`config.mk`:
```
export PLATFORM = sky130hd
export DESIGN_NAME = slotted_mac_sink_ack_collector
export DESIGN_NICKNAME = d
export VERILOG_FILES = /design/src/rtl/core/smac_pkg.sv /design/src/rtl/core/smac_queue.sv /design/src/rtl/core/smac_front.sv /design/src/rtl/core/smac_back.sv /design/src/rtl/core/slotted_mac_sink_ack_collector.sv
export SDC_FILE = /design/constraint.sdc
export NUM_CORES = 1
export LEC_CHECK = 0
export ABC_CLOCK_PERIOD_IN_PS = 12600
export BUFFER_PORTS_ARGS = -buffer_cell sky130_fd_sc_hd__buf_2
export CAP_MARGIN = 20
export CORE_UTILIZATION = 45
export DETAILED_ROUTE_END_ITERATION = 8
export PLACE_DENSITY = 0.73
export SLEW_MARGIN = 30
export SYNTH_ARGS = -nofsm -noshare
export SYNTH_HDL_FRONTEND = slang
export SYNTH_SLANG_ARGS = --single-unit
```
`constraint.sdc`:
```
create_clock -name i_clk -period 12.6 [get_ports i_clk]
set_input_delay 0.63 -clock i_clk [delete_from_list [all_inputs] [get_ports i_clk]]
set_output_delay 0.63 -clock i_clk [all_outputs]
set_load 0.1 [all_outputs]
```
`src/rtl/core/smac_pkg.sv`:
```
// ----------------------------------------------------------------------------
// smac_pkg
// Shared types and constants of the slotted MAC sink acknowledgment collector.
// ----------------------------------------------------------------------------
package smac_pkg;

    // input command codes
    localparam logic [2:0] CMD_TICK     = 3'd0;
    localparam logic [2:0] CMD_START    = 3'd1;
    localparam logic [2:0] CMD_STOP     = 3'd2;
    localparam logic [2:0] CMD_RX_START = 3'd3;
    localparam logic [2:0] CMD_RX_END   = 3'd4;
    localparam logic [2:0] CMD_TX_END   = 3'd5;

    // configuration register indexes
    localparam logic [2:0] REG_OWN_ADDR    = 3'd0;
    localparam logic [2:0] REG_RX_WINDOW   = 3'd1;
    localparam logic [2:0] REG_TX_PERIOD   = 3'd2;
    localparam logic [2:0] REG_START_DELAY = 3'd3;
    localparam logic [2:0] REG_ENTRY_BYTES = 3'd4;
    localparam logic [2:0] REG_NODE_COUNT  = 3'd5;

    // configuration reset values
    localparam logic [7:0]  RST_OWN_ADDR    = 8'd0;
    localparam logic [31:0] RST_RX_WINDOW   = 32'd1000;
    localparam logic [31:0] RST_TX_PERIOD   = 32'd100;
    localparam logic [31:0] RST_START_DELAY = 32'd0;
    localparam logic [7:0]  RST_ENTRY_BYTES = 8'd1;
    localparam logic [5:0]  RST_NODE_COUNT  = 6'd16;

    // result kinds
    typedef enum logic [3:0] {
        KIND_RX_ACCEPTED = 4'd0,
        KIND_RX_BUSY     = 4'd1,
        KIND_DELIVERED   = 4'd2,
        KIND_CORRUPT     = 4'd3,
        KIND_NOT_MINE    = 4'd4,
        KIND_ACK_DROPPED = 4'd5,
        KIND_OUTSIDE     = 4'd6,
        KIND_ACK_HEADER  = 4'd7,
        KIND_ACK_ENTRY   = 4'd8
    } t_kind;

    // operations passed from front to back
    typedef enum logic [2:0] {
        OP_TICK,
        OP_START,
        OP_STOP,
        OP_RX_START,
        OP_RX_END,
        OP_TX_END
    } t_op;

    // receive-end classification made in the front
    typedef enum logic [1:0] {
        RXC_CORRUPT,
        RXC_NOT_MINE,
        RXC_ACK,
        RXC_DATA
    } t_rxc;

    typedef enum logic [1:0] {
        RADIO_IDLE = 2'd0,
        RADIO_RX   = 2'd1,
        RADIO_TX   = 2'd2
    } t_radio;

    typedef enum logic {
        BS_IDLE,
        BS_ENTRY
    } t_bstate;

    typedef struct packed {
        logic [2:0] cmd;
        logic       rx_error;
        logic [7:0] dest_addr;
        logic [7:0] src_addr;
        logic       is_ack_frame;
    } t_item;

    typedef struct packed {
        t_kind       kind;
        logic [7:0]  entry_addr;
        logic [5:0]  ack_count;
        logic [13:0] ack_bytes;
        logic        list_overflow;
        logic        last;
        logic [31:0] delivered_total;
        logic [31:0] error_total;
        logic [31:0] sent_total;
    } t_result;

    typedef struct packed {
        t_op        op;
        t_rxc       rxc;
        logic [7:0] src_addr;
    } t_job;

    typedef struct packed {
        logic [7:0]  own_addr;
        logic [31:0] rx_window;
        logic [31:0] tx_period;
        logic [31:0] start_delay;
        logic [7:0]  entry_bytes;
        logic [5:0]  node_count;
    } t_cfg;

endpackage

```
`src/rtl/core/smac_queue.sv`:
```
// ----------------------------------------------------------------------------
// smac_queue
// Two-entry first-in first-out queue with push/full and pop/empty sides.
// ----------------------------------------------------------------------------
module smac_queue #(
    parameter type T = logic
) (
    input  logic i_clk,
    input  logic i_rst_n,
    input  logic i_push,
    input  T     i_data,
    output logic o_full,
    input  logic i_pop,
    output T     o_data,
    output logic o_empty
);

    T           r_mem [2];
    logic       r_wptr;
    logic       r_rptr;
    logic [1:0] r_cnt;
    logic       w_wr;
    logic       w_rd;

    assign o_full  = (r_cnt == 2'd2);
    assign o_empty = (r_cnt == 2'd0);
    assign w_wr    = i_push && !o_full;
    assign w_rd    = i_pop && !o_empty;
    assign o_data  = r_mem[r_rptr];

    // pointers and fill level
    always_ff @(posedge i_clk) begin
        if (!i_rst_n) begin
            r_wptr <= 1'b0;
            r_rptr <= 1'b0;
            r_cnt  <= 2'd0;
        end else begin
            if (w_wr) begin
                r_wptr <= ~r_wptr;
            end
            if (w_rd) begin
                r_rptr <= ~r_rptr;
            end
            if (w_wr && !w_rd) begin
                r_cnt <= r_cnt + 2'd1;
            end else if (w_rd && !w_wr) begin
                r_cnt <= r_cnt - 2'd1;
            end
        end
    end

    // entry storage
    always_ff @(posedge i_clk) begin
        if (w_wr) begin
            r_mem[r_wptr] <= i_data;
        end
    end

endmodule

```
`src/rtl/core/smac_front.sv`:
```
// ----------------------------------------------------------------------------
// smac_front
// Takes input requests, decodes the command and classifies received frames.
// ----------------------------------------------------------------------------
module smac_front (
    input  smac_pkg::t_item i_item,
    input  logic            i_push,
    output logic            o_full,
    input  logic [7:0]      i_own_addr,
    input  logic            i_q_full,
    output logic            o_q_push,
    output smac_pkg::t_job  o_job
);
    import smac_pkg::*;

    logic w_known;

    assign o_full   = i_q_full;
    assign o_q_push = i_push && !i_q_full && w_known;

    always_comb begin
        // command decode, unused codes are taken and dropped
        w_known = 1'b1;
        o_job.op = OP_TICK;
        unique case (i_item.cmd)
            CMD_TICK:     o_job.op = OP_TICK;
            CMD_START:    o_job.op = OP_START;
            CMD_STOP:     o_job.op = OP_STOP;
            CMD_RX_START: o_job.op = OP_RX_START;
            CMD_RX_END:   o_job.op = OP_RX_END;
            CMD_TX_END:   o_job.op = OP_TX_END;
            default:      w_known = 1'b0;
        endcase

        // frame checks in priority order, window check is left to the back
        priority if (i_item.rx_error) begin
            o_job.rxc = RXC_CORRUPT;
        end else if (i_item.dest_addr != i_own_addr) begin
            o_job.rxc = RXC_NOT_MINE;
        end else if (i_item.is_ack_frame) begin
            o_job.rxc = RXC_ACK;
        end else begin
            o_job.rxc = RXC_DATA;
        end
        o_job.src_addr = i_item.src_addr;
    end

endmodule

```
`src/rtl/core/smac_back.sv`:
```
// ----------------------------------------------------------------------------
// smac_back
// Holds the MAC state, runs the window countdown, keeps the success list
// and walks it one entry per cycle, unless results stall, when an ack goes out.
// ----------------------------------------------------------------------------
module smac_back #(
    parameter int MAX_NODES = 16
) (
    input  logic              i_clk,
    input  logic              i_rst_n,
    input  smac_pkg::t_cfg    i_cfg,
    input  logic              i_job_valid,
    input  smac_pkg::t_job    i_job,
    output logic              o_job_pop,
    input  logic              i_res_full,
    output logic              o_res_push,
    output smac_pkg::t_result o_res
);
    import smac_pkg::*;

    localparam int CNT_W = $clog2(MAX_NODES + 1);
    localparam int IDX_W = (MAX_NODES > 1) ? $clog2(MAX_NODES) : 1;

    t_bstate     r_state, n_state;
    logic        r_running, n_running;
    logic        r_in_rx, n_in_rx;
    t_radio      r_radio, n_radio;
    logic [31:0] r_countdown, n_countdown;
    logic [CNT_W-1:0] r_count, n_count;
    logic [CNT_W-1:0] r_idx, n_idx;
    logic        r_ovf, n_ovf;
    logic [31:0] r_deliv, n_deliv;
    logic [31:0] r_err, n_err;
    logic [31:0] r_sent, n_sent;
    logic [7:0]  r_mem [MAX_NODES];
    logic [7:0]  r_rd_data;
    logic        w_take;
    logic        w_ack_start;
    logic        w_wr_en;
    logic        w_entry_last;
    logic [13:0] w_ack_bytes;

    assign w_take       = (r_state == BS_IDLE) && i_job_valid && !i_res_full;
    assign o_job_pop    = w_take;
    assign w_entry_last = ((r_idx + CNT_W'(1)) == r_count);
    assign w_ack_bytes  = {6'd0, i_cfg.entry_bytes} * {8'd0, i_cfg.node_count};

    // next state of the list walk
    always_comb begin
        n_state = r_state;
        unique case (r_state)
            BS_IDLE: begin
                if (w_ack_start && (r_count != '0)) begin
                    n_state = BS_ENTRY;
                end
            end
            BS_ENTRY: begin
                if (!i_res_full && w_entry_last) begin
                    n_state = BS_IDLE;
                end
            end
            default: n_state = BS_IDLE;
        endcase
    end

    // job execution and result generation
    always_comb begin
        n_running   = r_running;
        n_in_rx     = r_in_rx;
        n_radio     = r_radio;
        n_countdown = r_countdown;
        n_count     = r_count;
        n_ovf       = r_ovf;
        n_deliv     = r_deliv;
        n_err       = r_err;
        n_sent      = r_sent;
        n_idx       = '0;
        w_ack_start = 1'b0;
        w_wr_en     = 1'b0;
        o_res_push  = 1'b0;
        o_res       = '0;
        o_res.last  = 1'b1;

        unique case (r_state)
            BS_IDLE: begin
                if (w_take) begin
                    unique case (i_job.op)
                        OP_TICK: begin
                            if (r_running) begin
                                if (r_countdown <= 32'd1) begin
                                    if (r_in_rx) begin
                                        // receive window closes: header first
                                        n_in_rx         = 1'b0;
                                        n_radio         = RADIO_TX;
                                        n_countdown     = i_cfg.tx_period;
                                        w_ack_start     = 1'b1;
                                        o_res_push      = 1'b1;
                                        o_res.kind      = KIND_ACK_HEADER;
                                        o_res.ack_count = 6'(r_count);
                                        o_res.ack_bytes = w_ack_bytes;
                                        o_res.last      = (r_count == '0);
                                    end else begin
                                        // receive window opens with an empty list
                                        n_count     = '0;
                                        n_ovf       = 1'b0;
                                        n_in_rx     = 1'b1;
                                        n_countdown = i_cfg.rx_window;
                                    end
                                end else begin
                                    n_countdown = r_countdown - 32'd1;
                                end
                            end
                        end
                        OP_START: begin
                            n_running   = 1'b1;
                            n_countdown = i_cfg.start_delay;
                        end
                        OP_STOP: begin
                            n_running = 1'b0;
                            n_count   = '0;
                            n_ovf     = 1'b0;
                        end
                        OP_RX_START: begin
                            o_res_push = 1'b1;
                            if (r_radio == RADIO_IDLE) begin
                                n_radio    = RADIO_RX;
                                o_res.kind = KIND_RX_ACCEPTED;
                            end else begin
                                o_res.kind = KIND_RX_BUSY;
                            end
                        end
                        OP_RX_END: begin
                            o_res_push = 1'b1;
                            n_radio    = RADIO_IDLE;
                            unique case (i_job.rxc)
                                RXC_CORRUPT: begin
                                    n_err      = r_err + 32'd1;
                                    o_res.kind = KIND_CORRUPT;
                                end
                                RXC_NOT_MINE: o_res.kind = KIND_NOT_MINE;
                                RXC_ACK:      o_res.kind = KIND_ACK_DROPPED;
                                RXC_DATA: begin
                                    if (!r_in_rx) begin
                                        o_res.kind = KIND_OUTSIDE;
                                    end else begin
                                        n_deliv    = r_deliv + 32'd1;
                                        o_res.kind = KIND_DELIVERED;
                                        if (r_count < CNT_W'(MAX_NODES)) begin
                                            w_wr_en = 1'b1;
                                            n_count = r_count + CNT_W'(1);
                                        end else begin
                                            n_ovf = 1'b1;
                                        end
                                    end
                                end
                                default: o_res.kind = KIND_CORRUPT;
                            endcase
                        end
                        OP_TX_END: begin
                            n_sent  = r_sent + 32'd1;
                            n_radio = RADIO_IDLE;
                        end
                        default: ;
                    endcase
                end
            end
            BS_ENTRY: begin
                // one entry per cycle unless results stall; read data belongs to r_idx
                o_res.kind       = KIND_ACK_ENTRY;
                o_res.entry_addr = r_rd_data;
                o_res.last       = w_entry_last;
                if (!i_res_full) begin
                    o_res_push = 1'b1;
                    n_idx      = r_idx + CNT_W'(1);
                end else begin
                    n_idx = r_idx;
                end
            end
            default: ;
        endcase

        o_res.list_overflow   = n_ovf;
        o_res.delivered_total = n_deliv;
        o_res.error_total     = n_err;
        o_res.sent_total      = n_sent;
    end

    // control state
    always_ff @(posedge i_clk) begin
        if (!i_rst_n) begin
            r_state     <= BS_IDLE;
            r_running   <= 1'b0;
            r_in_rx     <= 1'b0;
            r_radio     <= RADIO_IDLE;
            r_countdown <= 32'd0;
            r_count     <= '0;
            r_idx       <= '0;
            r_ovf       <= 1'b0;
            r_deliv     <= 32'd0;
            r_err       <= 32'd0;
            r_sent      <= 32'd0;
        end else begin
            r_state     <= n_state;
            r_running   <= n_running;
            r_in_rx     <= n_in_rx;
            r_radio     <= n_radio;
            r_countdown <= n_countdown;
            r_count     <= n_count;
            r_idx       <= n_idx;
            r_ovf       <= n_ovf;
            r_deliv     <= n_deliv;
            r_err       <= n_err;
            r_sent      <= n_sent;
        end
    end

    // success list memory, read one index ahead of the walk
    always_ff @(posedge i_clk) begin
        if (w_wr_en) begin
            r_mem[r_count[IDX_W-1:0]] <= i_job.src_addr;
        end
        r_rd_data <= r_mem[n_idx[IDX_W-1:0]];
    end

endmodule

```
`src/rtl/core/slotted_mac_sink_ack_collector.sv`:
```
// ----------------------------------------------------------------------------
// slotted_mac_sink_ack_collector
// Sink side of a framed slotted-ALOHA MAC that collects acknowledgments.
// ----------------------------------------------------------------------------
// Usage:
//   Requests enter on push/full as one t_item (tick, start, stop, receive
//   start, receive end, transmit end). Results leave on empty/pop as one
//   t_result each, oldest first; the final result of a request has last set.
//   Registers are written over the APB-style port at byte address 4*index;
//   the user must write them only while no request is in flight (unchecked).
// Flow and throughput:
//   A request is registered in the job queue, and its results in the result
//   queue. A two-entry job queue separates decode from execution, so the block
//   takes one request per cycle until it fills. Execution handles one job per
//   cycle while the result queue has room and no list walk runs; the tick
//   that closes a receive window starts the list walk, which reads one listed
//   address per cycle from the success list memory while the queue has room.
// Reset:
//   Synchronous, active low; clears control state, counters and registers
//   to their defaults. The list contents are not cleared, only its count.
// Stalls:
//   While pop stays low the two-entry result queue fills, execution halts,
//   then the job queue fills and full rises. Nothing is dropped.
// ----------------------------------------------------------------------------
module slotted_mac_sink_ack_collector #(
    parameter int MAX_NODES = 16
) (
    input  logic              i_clk,
    input  logic              i_rst_n,
    input  logic              push,
    output logic              full,
    input  smac_pkg::t_item   i_item,
    output logic              empty,
    input  logic              pop,
    output smac_pkg::t_result o_result,
    input  logic              psel,
    input  logic              penable,
    input  logic              pwrite,
    input  logic [4:0]        paddr,
    input  logic [31:0]       pwdata,
    output logic [31:0]       prdata,
    output logic              pready
);
    import smac_pkg::*;

    t_cfg    r_cfg;
    logic    w_cfg_wr;
    logic    w_q_full;
    logic    w_q_push;
    t_job    w_job_in;
    t_job    w_job_out;
    logic    w_job_empty;
    logic    w_job_pop;
    logic    w_res_full;
    logic    w_res_push;
    t_result w_res;

    assign pready   = 1'b1;
    assign w_cfg_wr = psel && penable && pwrite && pready;

    // configuration register writes
    always_ff @(posedge i_clk) begin
        if (!i_rst_n) begin
            r_cfg.own_addr    <= RST_OWN_ADDR;
            r_cfg.rx_window   <= RST_RX_WINDOW;
            r_cfg.tx_period   <= RST_TX_PERIOD;
            r_cfg.start_delay <= RST_START_DELAY;
            r_cfg.entry_bytes <= RST_ENTRY_BYTES;
            r_cfg.node_count  <= RST_NODE_COUNT;
        end else if (w_cfg_wr) begin
            unique case (paddr[4:2])
                REG_OWN_ADDR:    r_cfg.own_addr    <= pwdata[7:0];
                REG_RX_WINDOW:   r_cfg.rx_window   <= pwdata;
                REG_TX_PERIOD:   r_cfg.tx_period   <= pwdata;
                REG_START_DELAY: r_cfg.start_delay <= pwdata;
                REG_ENTRY_BYTES: r_cfg.entry_bytes <= pwdata[7:0];
                REG_NODE_COUNT:  r_cfg.node_count  <= pwdata[5:0];
                default: ;
            endcase
        end
    end

    // configuration register reads
    always_comb begin
        unique case (paddr[4:2])
            REG_OWN_ADDR:    prdata = {24'd0, r_cfg.own_addr};
            REG_RX_WINDOW:   prdata = r_cfg.rx_window;
            REG_TX_PERIOD:   prdata = r_cfg.tx_period;
            REG_START_DELAY: prdata = r_cfg.start_delay;
            REG_ENTRY_BYTES: prdata = {24'd0, r_cfg.entry_bytes};
            REG_NODE_COUNT:  prdata = {26'd0, r_cfg.node_count};
            default:         prdata = 32'd0;
        endcase
    end

    // request decode
    smac_front u_front (
        .i_item     (i_item),
        .i_push     (push),
        .o_full     (full),
        .i_own_addr (r_cfg.own_addr),
        .i_q_full   (w_q_full),
        .o_q_push   (w_q_push),
        .o_job      (w_job_in)
    );

    // job queue between decode and execution
    smac_queue #(
        .T (t_job)
    ) u_job_q (
        .i_clk   (i_clk),
        .i_rst_n (i_rst_n),
        .i_push  (w_q_push),
        .i_data  (w_job_in),
        .o_full  (w_q_full),
        .i_pop   (w_job_pop),
        .o_data  (w_job_out),
        .o_empty (w_job_empty)
    );

    // execution
    smac_back #(
        .MAX_NODES (MAX_NODES)
    ) u_back (
        .i_clk       (i_clk),
        .i_rst_n     (i_rst_n),
        .i_cfg       (r_cfg),
        .i_job_valid (!w_job_empty),
        .i_job       (w_job_out),
        .o_job_pop   (w_job_pop),
        .i_res_full  (w_res_full),
        .o_res_push  (w_res_push),
        .o_res       (w_res)
    );

    // result queue
    smac_queue #(
        .T (t_result)
    ) u_res_q (
        .i_clk   (i_clk),
        .i_rst_n (i_rst_n),
        .i_push  (w_res_push),
        .i_data  (w_res),
        .o_full  (w_res_full),
        .i_pop   (pop),
        .o_data  (o_result),
        .o_empty (empty)
    );

    // both queues come out of reset empty
    a_reset_empty: assert property (@(posedge i_clk)
        !i_rst_n |=> empty && !full)
        else $error("queues not empty after reset");

    // header fields appear only on the header result
    a_header_fields: assert property (@(posedge i_clk) disable iff (!i_rst_n)
        !empty && o_result.kind != KIND_ACK_HEADER |->
            o_result.ack_bytes == 14'd0 && o_result.ack_count == 6'd0)
        else $error("header fields on a non-header result");

    // entry address appears only on entry results
    a_entry_addr: assert property (@(posedge i_clk) disable iff (!i_rst_n)
        !empty && o_result.kind != KIND_ACK_ENTRY |-> o_result.entry_addr == 8'd0)
        else $error("entry address on a non-entry result");

    // a waiting result is kept until it is taken
    a_result_kept: assert property (@(posedge i_clk) disable iff (!i_rst_n)
        !empty && !pop |=> !empty)
        else $error("waiting result lost");

endmodule
```
* After elaboration in Yosys (flattened, before gate mapping)
Memory sizes are Yosys's and may differ from the RTL's. A register that Yosys moved wholly into a read port is not among the register bits. Index checks and enable logic that the tools add are counted.
Word-level totals: bits in registers 270, bits in writable memories 414, output and inout port bits 165, logic and storage cells 231, memories 3
Memories:
- u_res_q.r_mem | depth 2, width 130, rd ports 1, clocked after Yosys merged registers in 1, wr ports 1, RTL line smac_queue.sv:18 | T r_mem [2];
- u_back.r_mem | depth 16, width 8, rd ports 1, clocked after Yosys merged registers in 1, wr ports 1, RTL line smac_back.sv:35 | logic [7:0] r_mem [MAX_NODES];
- u_job_q.r_mem | depth 2, width 13, rd ports 1, clocked after Yosys merged registers in 1, wr ports 1, RTL line smac_queue.sv:18
Operators by class: $add $sub $neg 10, multiply operators 1, magnitude comparators 2, eq/ne operators 30, mux-type cells 102, bitwise operators 5, reductions and logical operators 54
Operators by type and width (number):
- two-way mux 32 bit | 15
- one-hot mux 32 bit (6 select lines) | 1
- two-way mux 20 bit | 5
- adder 32 x 1 -> 32 bit, second input constant | 3
- one-hot mux 32 bit (2 select lines) | 1
- two-way mux 1 bit | 43
- <= comparator 32 x 1 -> 1 bit, second input constant | 1
- subtractor 32 x 1 -> 32 bit, second input constant | 1
- two-way mux 5 bit | 6
- two-way mux 2 bit | 10
- two-way mux 4 bit | 5
- two-way mux 19 bit | 1
- equality test 3 x 2 -> 1 bit, second input constant | 6
- equality test 3 bit, second input constant | 6
- logical AND 1 bit | 16
- one-hot mux 4 bit (4 select lines) | 1
- one-hot mux 3 bit (5 select lines) | 1
- one-hot mux 5 bit (3 select lines) | 1
- multiplier 8 x 6 -> 14 bit | 1
- != test 2 x 1 -> 1 bit, second input constant | 7
- AND reduction 2 bit | 7
- one-hot mux 4 bit (3 select lines) | 1
- adder 5 x 1 -> 5 bit, second input constant | 2
- one-hot mux 1 bit (2 select lines) | 5
- other kinds (29) | 58

* Logic depth before layout (Yosys ltp)
Gate-level depths: netlist of the first run.
word-level depth 11, mapped depth 15

* By module
Synthesis of the first run repeated with hierarchy kept, for this count alone.
Second synthesis, totals: cell total of the unflattened synthesis 2533, area total of the unflattened synthesis 31446.4 sq um
Modules (own cells, without submodules):
- smac_back | instances 1, cells each 1439, area each 15009.4 sq um, sequential area each 6886.6 sq um
- smac_queue at u_res_q | instances 1, cells each 429, area each 9640.5 sq um, sequential area each 7907.6 sq um
- slotted_mac_sink_ack_collector | instances 1, cells each 574, area each 5434.0 sq um, sequential area each 2362.3 sq um
- smac_queue at u_job_q | instances 1, cells each 65, area each 1166.1 sq um, sequential area each 880.8 sq um
- smac_front | instances 1, cells each 26, area each 196.4 sq um, sequential area each 0.0 sq um

* Worst setup path before layout of the first run
OpenSTA, ideal clock, no wires.
kind flip-flop to flip-flop, start reg u_back.r_countdown[16], end mem u_res_q.r_mem[1][0] (netlist name), enable pin, arrival time 7.841 ns, required time 11.968 ns, setup slack 4.126 ns, stages on the path, launching flop included 7, buffers on the path 0, cells stage by stage dfxtp_1 or4_1 or4_1 or4_4 o21ai_1 a21boi_0 nor2b_1
On the way: cells in the longest elaborated chain, start to end 9
RTL lines:
- start, declared | RTL line smac_back.sv:28 | logic [31:0] r_countdown, n_countdown;
- start signal, assigned | RTL line smac_back.sv:207 | r_countdown <= n_countdown;
- <= comparator 32 x 1 -> 1 bit | RTL line smac_back.sv:90 | if (r_countdown <= 32'd1) begin
- two-way mux 1 bit | RTL line smac_back.sv:90
- two-way mux 1 bit | RTL line smac_back.sv:89 | if (r_running) begin
- one-hot mux 1 bit (2 select lines) | RTL line smac_back.sv:87 | unique case (i_job.op)
- two-way mux 1 bit | RTL line smac_back.sv:86 | if (w_take) begin
- one-hot mux 1 bit (2 select lines) | RTL line smac_back.sv:84 | unique case (r_state)
- logical AND 1 bit | RTL line smac_queue.sv:27 | assign w_wr = i_push && !o_full;
- two-way mux 1 bit | RTL line smac_queue.sv:54 | if (w_wr) begin
- two-way mux 1 bit (implied by the code) | RTL line smac_queue.sv:55 | r_mem[r_wptr] <= i_data;
- end, declared | RTL line smac_queue.sv:18
Every way passes these cells.

* Worst setup path after layout of the first run
start reg u_back.r_countdown[16], end mem u_res_q.r_mem[1][45] (netlist name), enable pin
The elaborated chain is that of the path after synthesis.

==> out/metrics.yaml, run 1 <==
status: "finished clean"
holdCritPathClass: "in2reg"
grt_usage: 0.2041
io-pin-count: 230
seqCellArea_sq_um: 17980
fp.dieH_um: 263.6
rsz0062_at_grt: "no"
stdcell_area_sq_um: 35100
finalSetupViolCount: 0
cp-end-kind: "flip-flop"
clockBufferDepth: 3
post-route-min-period_ns: 4.520
wl_per_cell_um: 19.43
arrival_ns: 4.75
synth_cell_type_count: 75
postPlaceCellArea_sq_um: 32740
drive_gt1_frac: 0.2126
crit_chain: "or4_1 -> or4_1 -> or4_4 -> o21ai_1 -> a21boi_0 -> nor2b_4 -> buf_6 -> buf_4"
viasPerCell: 5.580
synth_nets: 2699
vias: 20591
drv_slew: 0
grt_pass1_vias: 20615
drt_first_pass_iters: 6
io_buffers: 225
total_power_uw: 7127
clkLatencyLatePin_ns: 0.62
ys_dominant_reg_cell: "edfxtp_1"
maxCapViolCount: 0
crit_slowest_cell: "buf_4"
tightest_slew_ns: 0.9800
die-area_sq_um: 69470
synthCells: 2572
num_rows: 95
finalCritPeriodShare: 0.3587
critPathMaxFanout: 66
ys_top_cells_by_area: "edfxtp_1 (40%), dfxtp_1 (18%), mux2_2 (6.3%), nand2_1 (3.8%), and2_1 (3.2%)"
whs_path_depth: 1
num_antenna_cells: 0
coreArea_sq_um: 67400
ys_async_sr_fraction: 0
drc: 0
cts_tree: "yes"
cts_resized: 0
grt_busiest_layer: "met2"
cp-start-kind: "flip-flop"
cp_common_cell: "or4_1"
root_buffer: "clkbuf_16"
synth_top_cell_area_share: 0.4019
clock_sinks: 692
syn_avg_cell_area_sq_um: 11.97
htreeDepth: 3
final_net_count: 2888
cts_hold_buf: 0
fmax_ghz: 0.2212
clk_pin_slew_ns: 0.06
drt_iter0_drc: 1763
drt-total-wl_um: 71710
grt-ovfl-total: 0
worstSetupPathType: "reg2reg"
dp_slack_ns: 7.788
multi_input_area_sq_um: 12070
globalplace.congestion: 0.8558
power.leakage_uw: 0.01256
nFillCells: 5653
ant_nets: 0
use_met1: 0.2566
crit_start: "u_back.r_countdown[16]"
yosys_warnings: 0
final-hold-violation-count: 0
fin_tns_setup_ns: 0
dp_hpwl_um: 47090
grtUsageMet3: 0.03601
finalWorstSetupSlack_ns: 8.080
powerDensity_nw_per_um2: 203.1
min_from: "i_item[5]"
max_stage_delay_ns: 0.82
postCtsSetupBuffers: 0
antenna_found_initial: 0
slew_headroom: 0.3453
finClkSkew_ns: 0.04132
start_util: 0.4568
ff2ff_path_depth: 8
yosysMostFrequentCell: "edfxtp_1"
grt_pass1_wl_um: 112400
grt_max_degree: 82
cts_buffers: 72
netlist.top_cell.by_area: "edfxtp_1"
use_met2: 0.3521
synth_commonest_cells: "edfxtp_1 (412), nand2_1 (309), dfxtp_1 (280)"
synth_edf_count: 412
die_w_um: 263.6
ys_seq_area_frac: 0.5839
netlist_area_sq_um: 30790
holdWs_ns: 0.2274
required_ns: 12.83
syn2layout_area_growth_pct: 14.00
r2r-start: "u_back.r_countdown[16]"
ir_worst_vdd_mv: 0.1315
ys_seq_elements: 692
-- where the power goes --
part	switching, uW	internal (uW)
combinational	1810	528
clock	869	1230
sequential	99.5	2590
total	2780	4350
-- metrics by stage --
stage,utilization,instances
after floorplan,-,2572
after global placement,0.4850,3558
after detailed placement,0.4857,3560
after CTS,0.5205,3690
after global routing,0.5208,3690
final,0.5208,3690
-- placed cells by master, fill, tap and decap left out, drive strengths merged, types with 87 or more instances in the layout --
cell type	n
mux2	173
buf	250
nor2	168
a21oi	126
and2	157
xnor2	87
nand2	309
edfxtp	412
clkbuf	93
dfxtp	280
-- worst max-delay path: cells and delay by family (launching register included) --
kind / cells / cell delay [ns]
AND/OR/NAND/NOR: 4 / 1.85
buffers and inverters: 2 / 1.39
AO/OA/AOI/OAI: 2 / 0.52
flip-flops: 1 / 0.36
-- registers in the layout (all words and copies together), names as in the netlist, 2 cells and up, named ones only --
signal	count
r_cfg	118
u_back.r_count	5
u_back.r_countdown	32
u_back.r_deliv	32
u_back.r_err	32
u_back.r_idx	5
u_back.r_mem	128
u_back.r_radio	2
u_back.r_rd_data	8
u_back.r_sent	32
u_job_q.r_cnt	2
u_job_q.r_mem	26
u_res_q.r_cnt	2
u_res_q.r_mem	258
-- worst paths after layout --
path,to,slack (ns)
max,u_res_q.r_mem[1][45],8.08
min,u_job_q.r_mem[0][4],0.23
max reg2reg,u_res_q.r_mem[1][45],8.08
min reg2reg,u_back.r_sent[18],0.46
-- layout make-up --
cell class / instances / area share
Sequential cell: 692 / 0.5124
Multi-Input combinational cell: 1677 / 0.3440
Clock buffer: 93 / 0.05618
Timing Repair Buffer: 250 / 0.03850
Tap cell: 873 / 0.03112
Clock inverter: 37 / 0.01052
Inverter: 68 / 0.007308
-- logic make-up (layout without fill, tap and decap cells) --
logic type | count (synthesis) | after routing | share of synthesized area
compound gates | 287 | 287 | 0.05990
fa+ha+maj | 62 | 62 | 0.03129
mux | 271 | 271 | 0.1090
simple gates | 900 | 900 | 0.1457
buf+inv | 203 | 448 | 0.02585
flops | 692 | 692 | 0.5839
other cells | 2 | 2 | 0.0002439
xor+xnor | 155 | 155 | 0.04409
-- metal layers --
layer  wire length (um)  part of all wire
met1              29210              0.41
met2              35980              0.50
met3               4835             0.067
met4               1681             0.023
met5                  0                 0
Power figures use the tool's default switching activity.
==> inputs of run 2 (changes only) <==
Settings changed: ABC_AREA from default to 1, ABC_CLOCK_PERIOD_IN_PS 12600 to 4400, PLACE_DENSITY 0.73 to 0.72.
Clock period 12.6 ns to 4.4 ns, I/O delays scaled along.
==> out/metrics.yaml, run 2 <==
status: "finished clean"
io-pin-count: 230  # unchanged
start_util: 0.4582  # +0.001360
root_buffer: "clkbuf_16"
ys_async_sr_fraction: 0  # unchanged
netlist.top_cell.by_area: "edfxtp_1"
drc: 0  # unchanged
drive_gt1_frac: 0.1642  # -0.04847
ys_seq_area_frac: 0.5564  # -0.02748
coreArea_sq_um: 70510  # +4.6%
globalplace.congestion: 0.9218  # +7.7%
synth_cell_type_count: 60  # -20%
synth_top_cell_area_share: 0.3829  # -0.01891
reg_top3: "u_res_q.r_mem (258), u_back.r_mem (128), r_cfg (118)"
htreeDepth: 3  # unchanged
grt_max_degree: 131  # +60%
yosysMostFrequentCell: "nand2_1"
clkLatencyLatePin_ns: 0.63  # about the same
powerDensity_nw_per_um2: 617.0  # +200%
grt_pass1_wl_um: 123100  # +9.6%
mostFrequentLayoutCell: "nand2_1"
synth_edf_count: 412  # unchanged
rsz0062_at_grt: "no"
clk_pin_slew_ns: 0.06  # about the same
final_core_util: 0.5278  # +0.007013
regToRegSetupSlack_ns: 0.45  # -7.63 ns
layout_common_cells: "nand2_1 (557), nor2_1 (503), edfxtp_1 (412)"
ys_dominant_reg_cell: "edfxtp_1"
dp_hpwl_um: 51840  # +10%
grt_pass1_vias: 23492  # +14%
cp-end-kind: "flip-flop"
clockBufferDepth: 3  # unchanged
fmax_ghz: 0.2529  # +14%
holdCritPathClass: "in2reg"
grt-ovfl-total: 0  # unchanged
top_register: "u_res_q.r_mem"
fp.dieH_um: 269.9  # +2.4%
ir_worst_vdd_mv: 0.6776  # +420%
ff2ff_path_depth: 17  # +9
viasPerCell: 5.201  # -6.8%
io_buffers: 225  # unchanged
drt-total-wl_um: 77490  # +8.1%
ant_nets: 0  # unchanged
clock_sinks: 692  # unchanged
crit_start: "r_cfg[3]"
maxCapViolCount: 0  # unchanged
num_rows: 97  # +2.1%
crit_path_end: "u_res_q.r_mem[1][109]"
synthCells: 3436  # +34%
vias: 24290  # +18%
die_w_um: 269.9  # +2.4%
cts_resized: 0  # unchanged
worstSetupPathType: "reg2reg"
post-route-min-period_ns: 3.953  # -0.5666 ns
ys_seq_elements: 692  # unchanged
antenna_found_initial: 3  # +3
tightest_slew_ns: 0.9435  # -0.03645 ns
netlist_area_sq_um: 32310  # +4.9%
synth_commonest_cells: "nand2_1 (557), nor2_1 (505), edfxtp_1 (412)"
slew_headroom: 0.3703  # +0.02495
final-hold-violation-count: 0  # unchanged
synth_nets: 3563  # +32%
finalCritPeriodShare: 0.8985  # +0.5398
yosys_warnings: 0  # unchanged
finalSetupViolCount: 0  # unchanged
required_ns: 4.74  # -8.09 ns
power.leakage_uw: 0.01511  # +20%
die-area_sq_um: 72870  # +4.9%
drv_slew: 0  # unchanged
finClkSkew_ns: 0.02460  # -0.01672 ns
ys_top_cells_by_area: "edfxtp_1 (38%), dfxtp_1 (17%), nand2_1 (6.5%), nor2_1 (5.9%), mux2_2 (4.8%)"
arrival_ns: 4.29  # -0.46 ns
grt_usage: 0.2099  # +0.005791
r2r_end: "u_res_q.r_mem[1][109]"
cp-start-kind: "flip-flop"
wl_per_cell_um: 16.59  # -15%
largest_reg_flops: 258  # unchanged
drt_first_pass_iters: 5  # -1
holdWs_ns: 0.08785  # -0.1395 ns
critPathMaxFanout: 10  # -85%
final_net_count: 3796  # +31%
drt_iter0_drc: 2040  # +16%
r2r-start: "r_cfg[3]"
syn_avg_cell_area_sq_um: 9.403  # -21%
syn2layout_area_growth_pct: 15.19
cts_tree: "yes"
cts_buffers: 73  # +1.4%
run 2: cell count changes after synthesis, moves of 25 or more:
cell / previous run / this run
inv_1: 66 / 363
and2_1: 157 / 3
a21oi_1: 126 / 175
mux4_2: 34 / 0
mux2_2: 173 / 137
o21ai_0: 20 / 255
nand2_1: 309 / 557
nor2_1: 168 / 505
nand3_1: 74 / 122
o211ai_1: 13 / 66
mux2i_1: 64 / 2
and3_1: 27 / 2
xnor2_1: 87 / 14
run 2: timing repair:
action,in CTS,in global routing
endpoints found under the hold margin,144,0
setup buffers,0,0
hold buffers,45,0
run 2: routing by layer:
metal | vias up | wire length, um | global-route usage
met1 | 11404 | 34200 | 0.2806
met2 | 744 | 36700 | 0.3461
li1 | 12000 | - | -
met5 | - | 13 | 0
met4 | 2 | 1920 | 0.07042
met3 | 140 | 4653 | 0.03396
run 2: critical path: stages, from the launching register on:
cell	delay, ns
dfxtp_1	0.56
nand2_1	0.09
inv_1	0.08
fa_1	0.43
fa_1	0.54
inv_1	0.05
fa_1	0.52
inv_1	0.04
ha_1	0.36
inv_1	0.08
o21bai_1	0.08
nand3_1	0.08
nand2_1	0.06
a21oi_1	0.21
nor2_1	0.08
nor2_1	0.12
xor2_1	0.22
nor2_1	0.08
run 2: per-stage QoR:
stage / instances / worst slack, ns / setup TNS (ns) / instance area [sq um] / power, uW
after floorplan: 3436 / -1.294 / -332.27 / 32310 / 15090
after global placement: 4489 / 0.5286 / 0 / 34360 / 16900
after detailed placement: 4489 / 0.4782 / 0 / 34370 / 16940
after CTS: 4668 / 0.4640 / 0 / 37210 / 23120
after global routing: 4669 / 0.1149 / 0 / 37210 / 24040
final: 4670 / 0.4466 / 0 / 37220 / 22960
run 2: final cells by class:
type	instances	area [sq um]
diodes	2	5.005
clock buffers	104	2086
clock inverters	30	306.5
fillers	6261	33300
inverters	380	1431
multi-input cells	2220	12370
flip-flops and latches	692	17980
well taps	940	1176
repair buffers	302	1857
run 2: cell families (layout without fill, tap and decap cells):
group / Yosys count / count (layout) / share of synthesized area
compound gates: 559 / 559 / 0.09616
xor+xnor: 80 / 80 / 0.02239
fa+ha+maj: 62 / 62 / 0.02982
buf+inv: 524 / 816 / 0.06220
flops: 692 / 692 / 0.5564
mux: 139 / 139 / 0.04837
other cells: 2 / 4 / 0.0002325
simple gates: 1378 / 1378 / 0.1844
run 2: worst min-delay path by stage:
stage,start,to,slack (ns),cells after the start
2_1_floorplan,i_item[1],u_job_q.r_mem[0][0],0.32,0
3_3_place_gp,i_item[8],u_job_q.r_mem[0][7],0.41,1
3_5_place_dp,i_item[3],u_job_q.r_mem[0][2],0.41,1
4_1_cts,i_item[18],u_job_q.r_mem[1][10],0.08,2
5_1_grt,i_item[18],u_job_q.r_mem[1][10],0.10,2
6_report,i_item[18],u_job_q.r_mem[1][10],0.09,2
run 2: where the power goes:
group          internal, uW  switching (uW)  total, uW
Clock                  3560            2550       6110
Sequential             7470             281       7760
Combinational          2060            7040       9100
Total                 13100            9870      23000
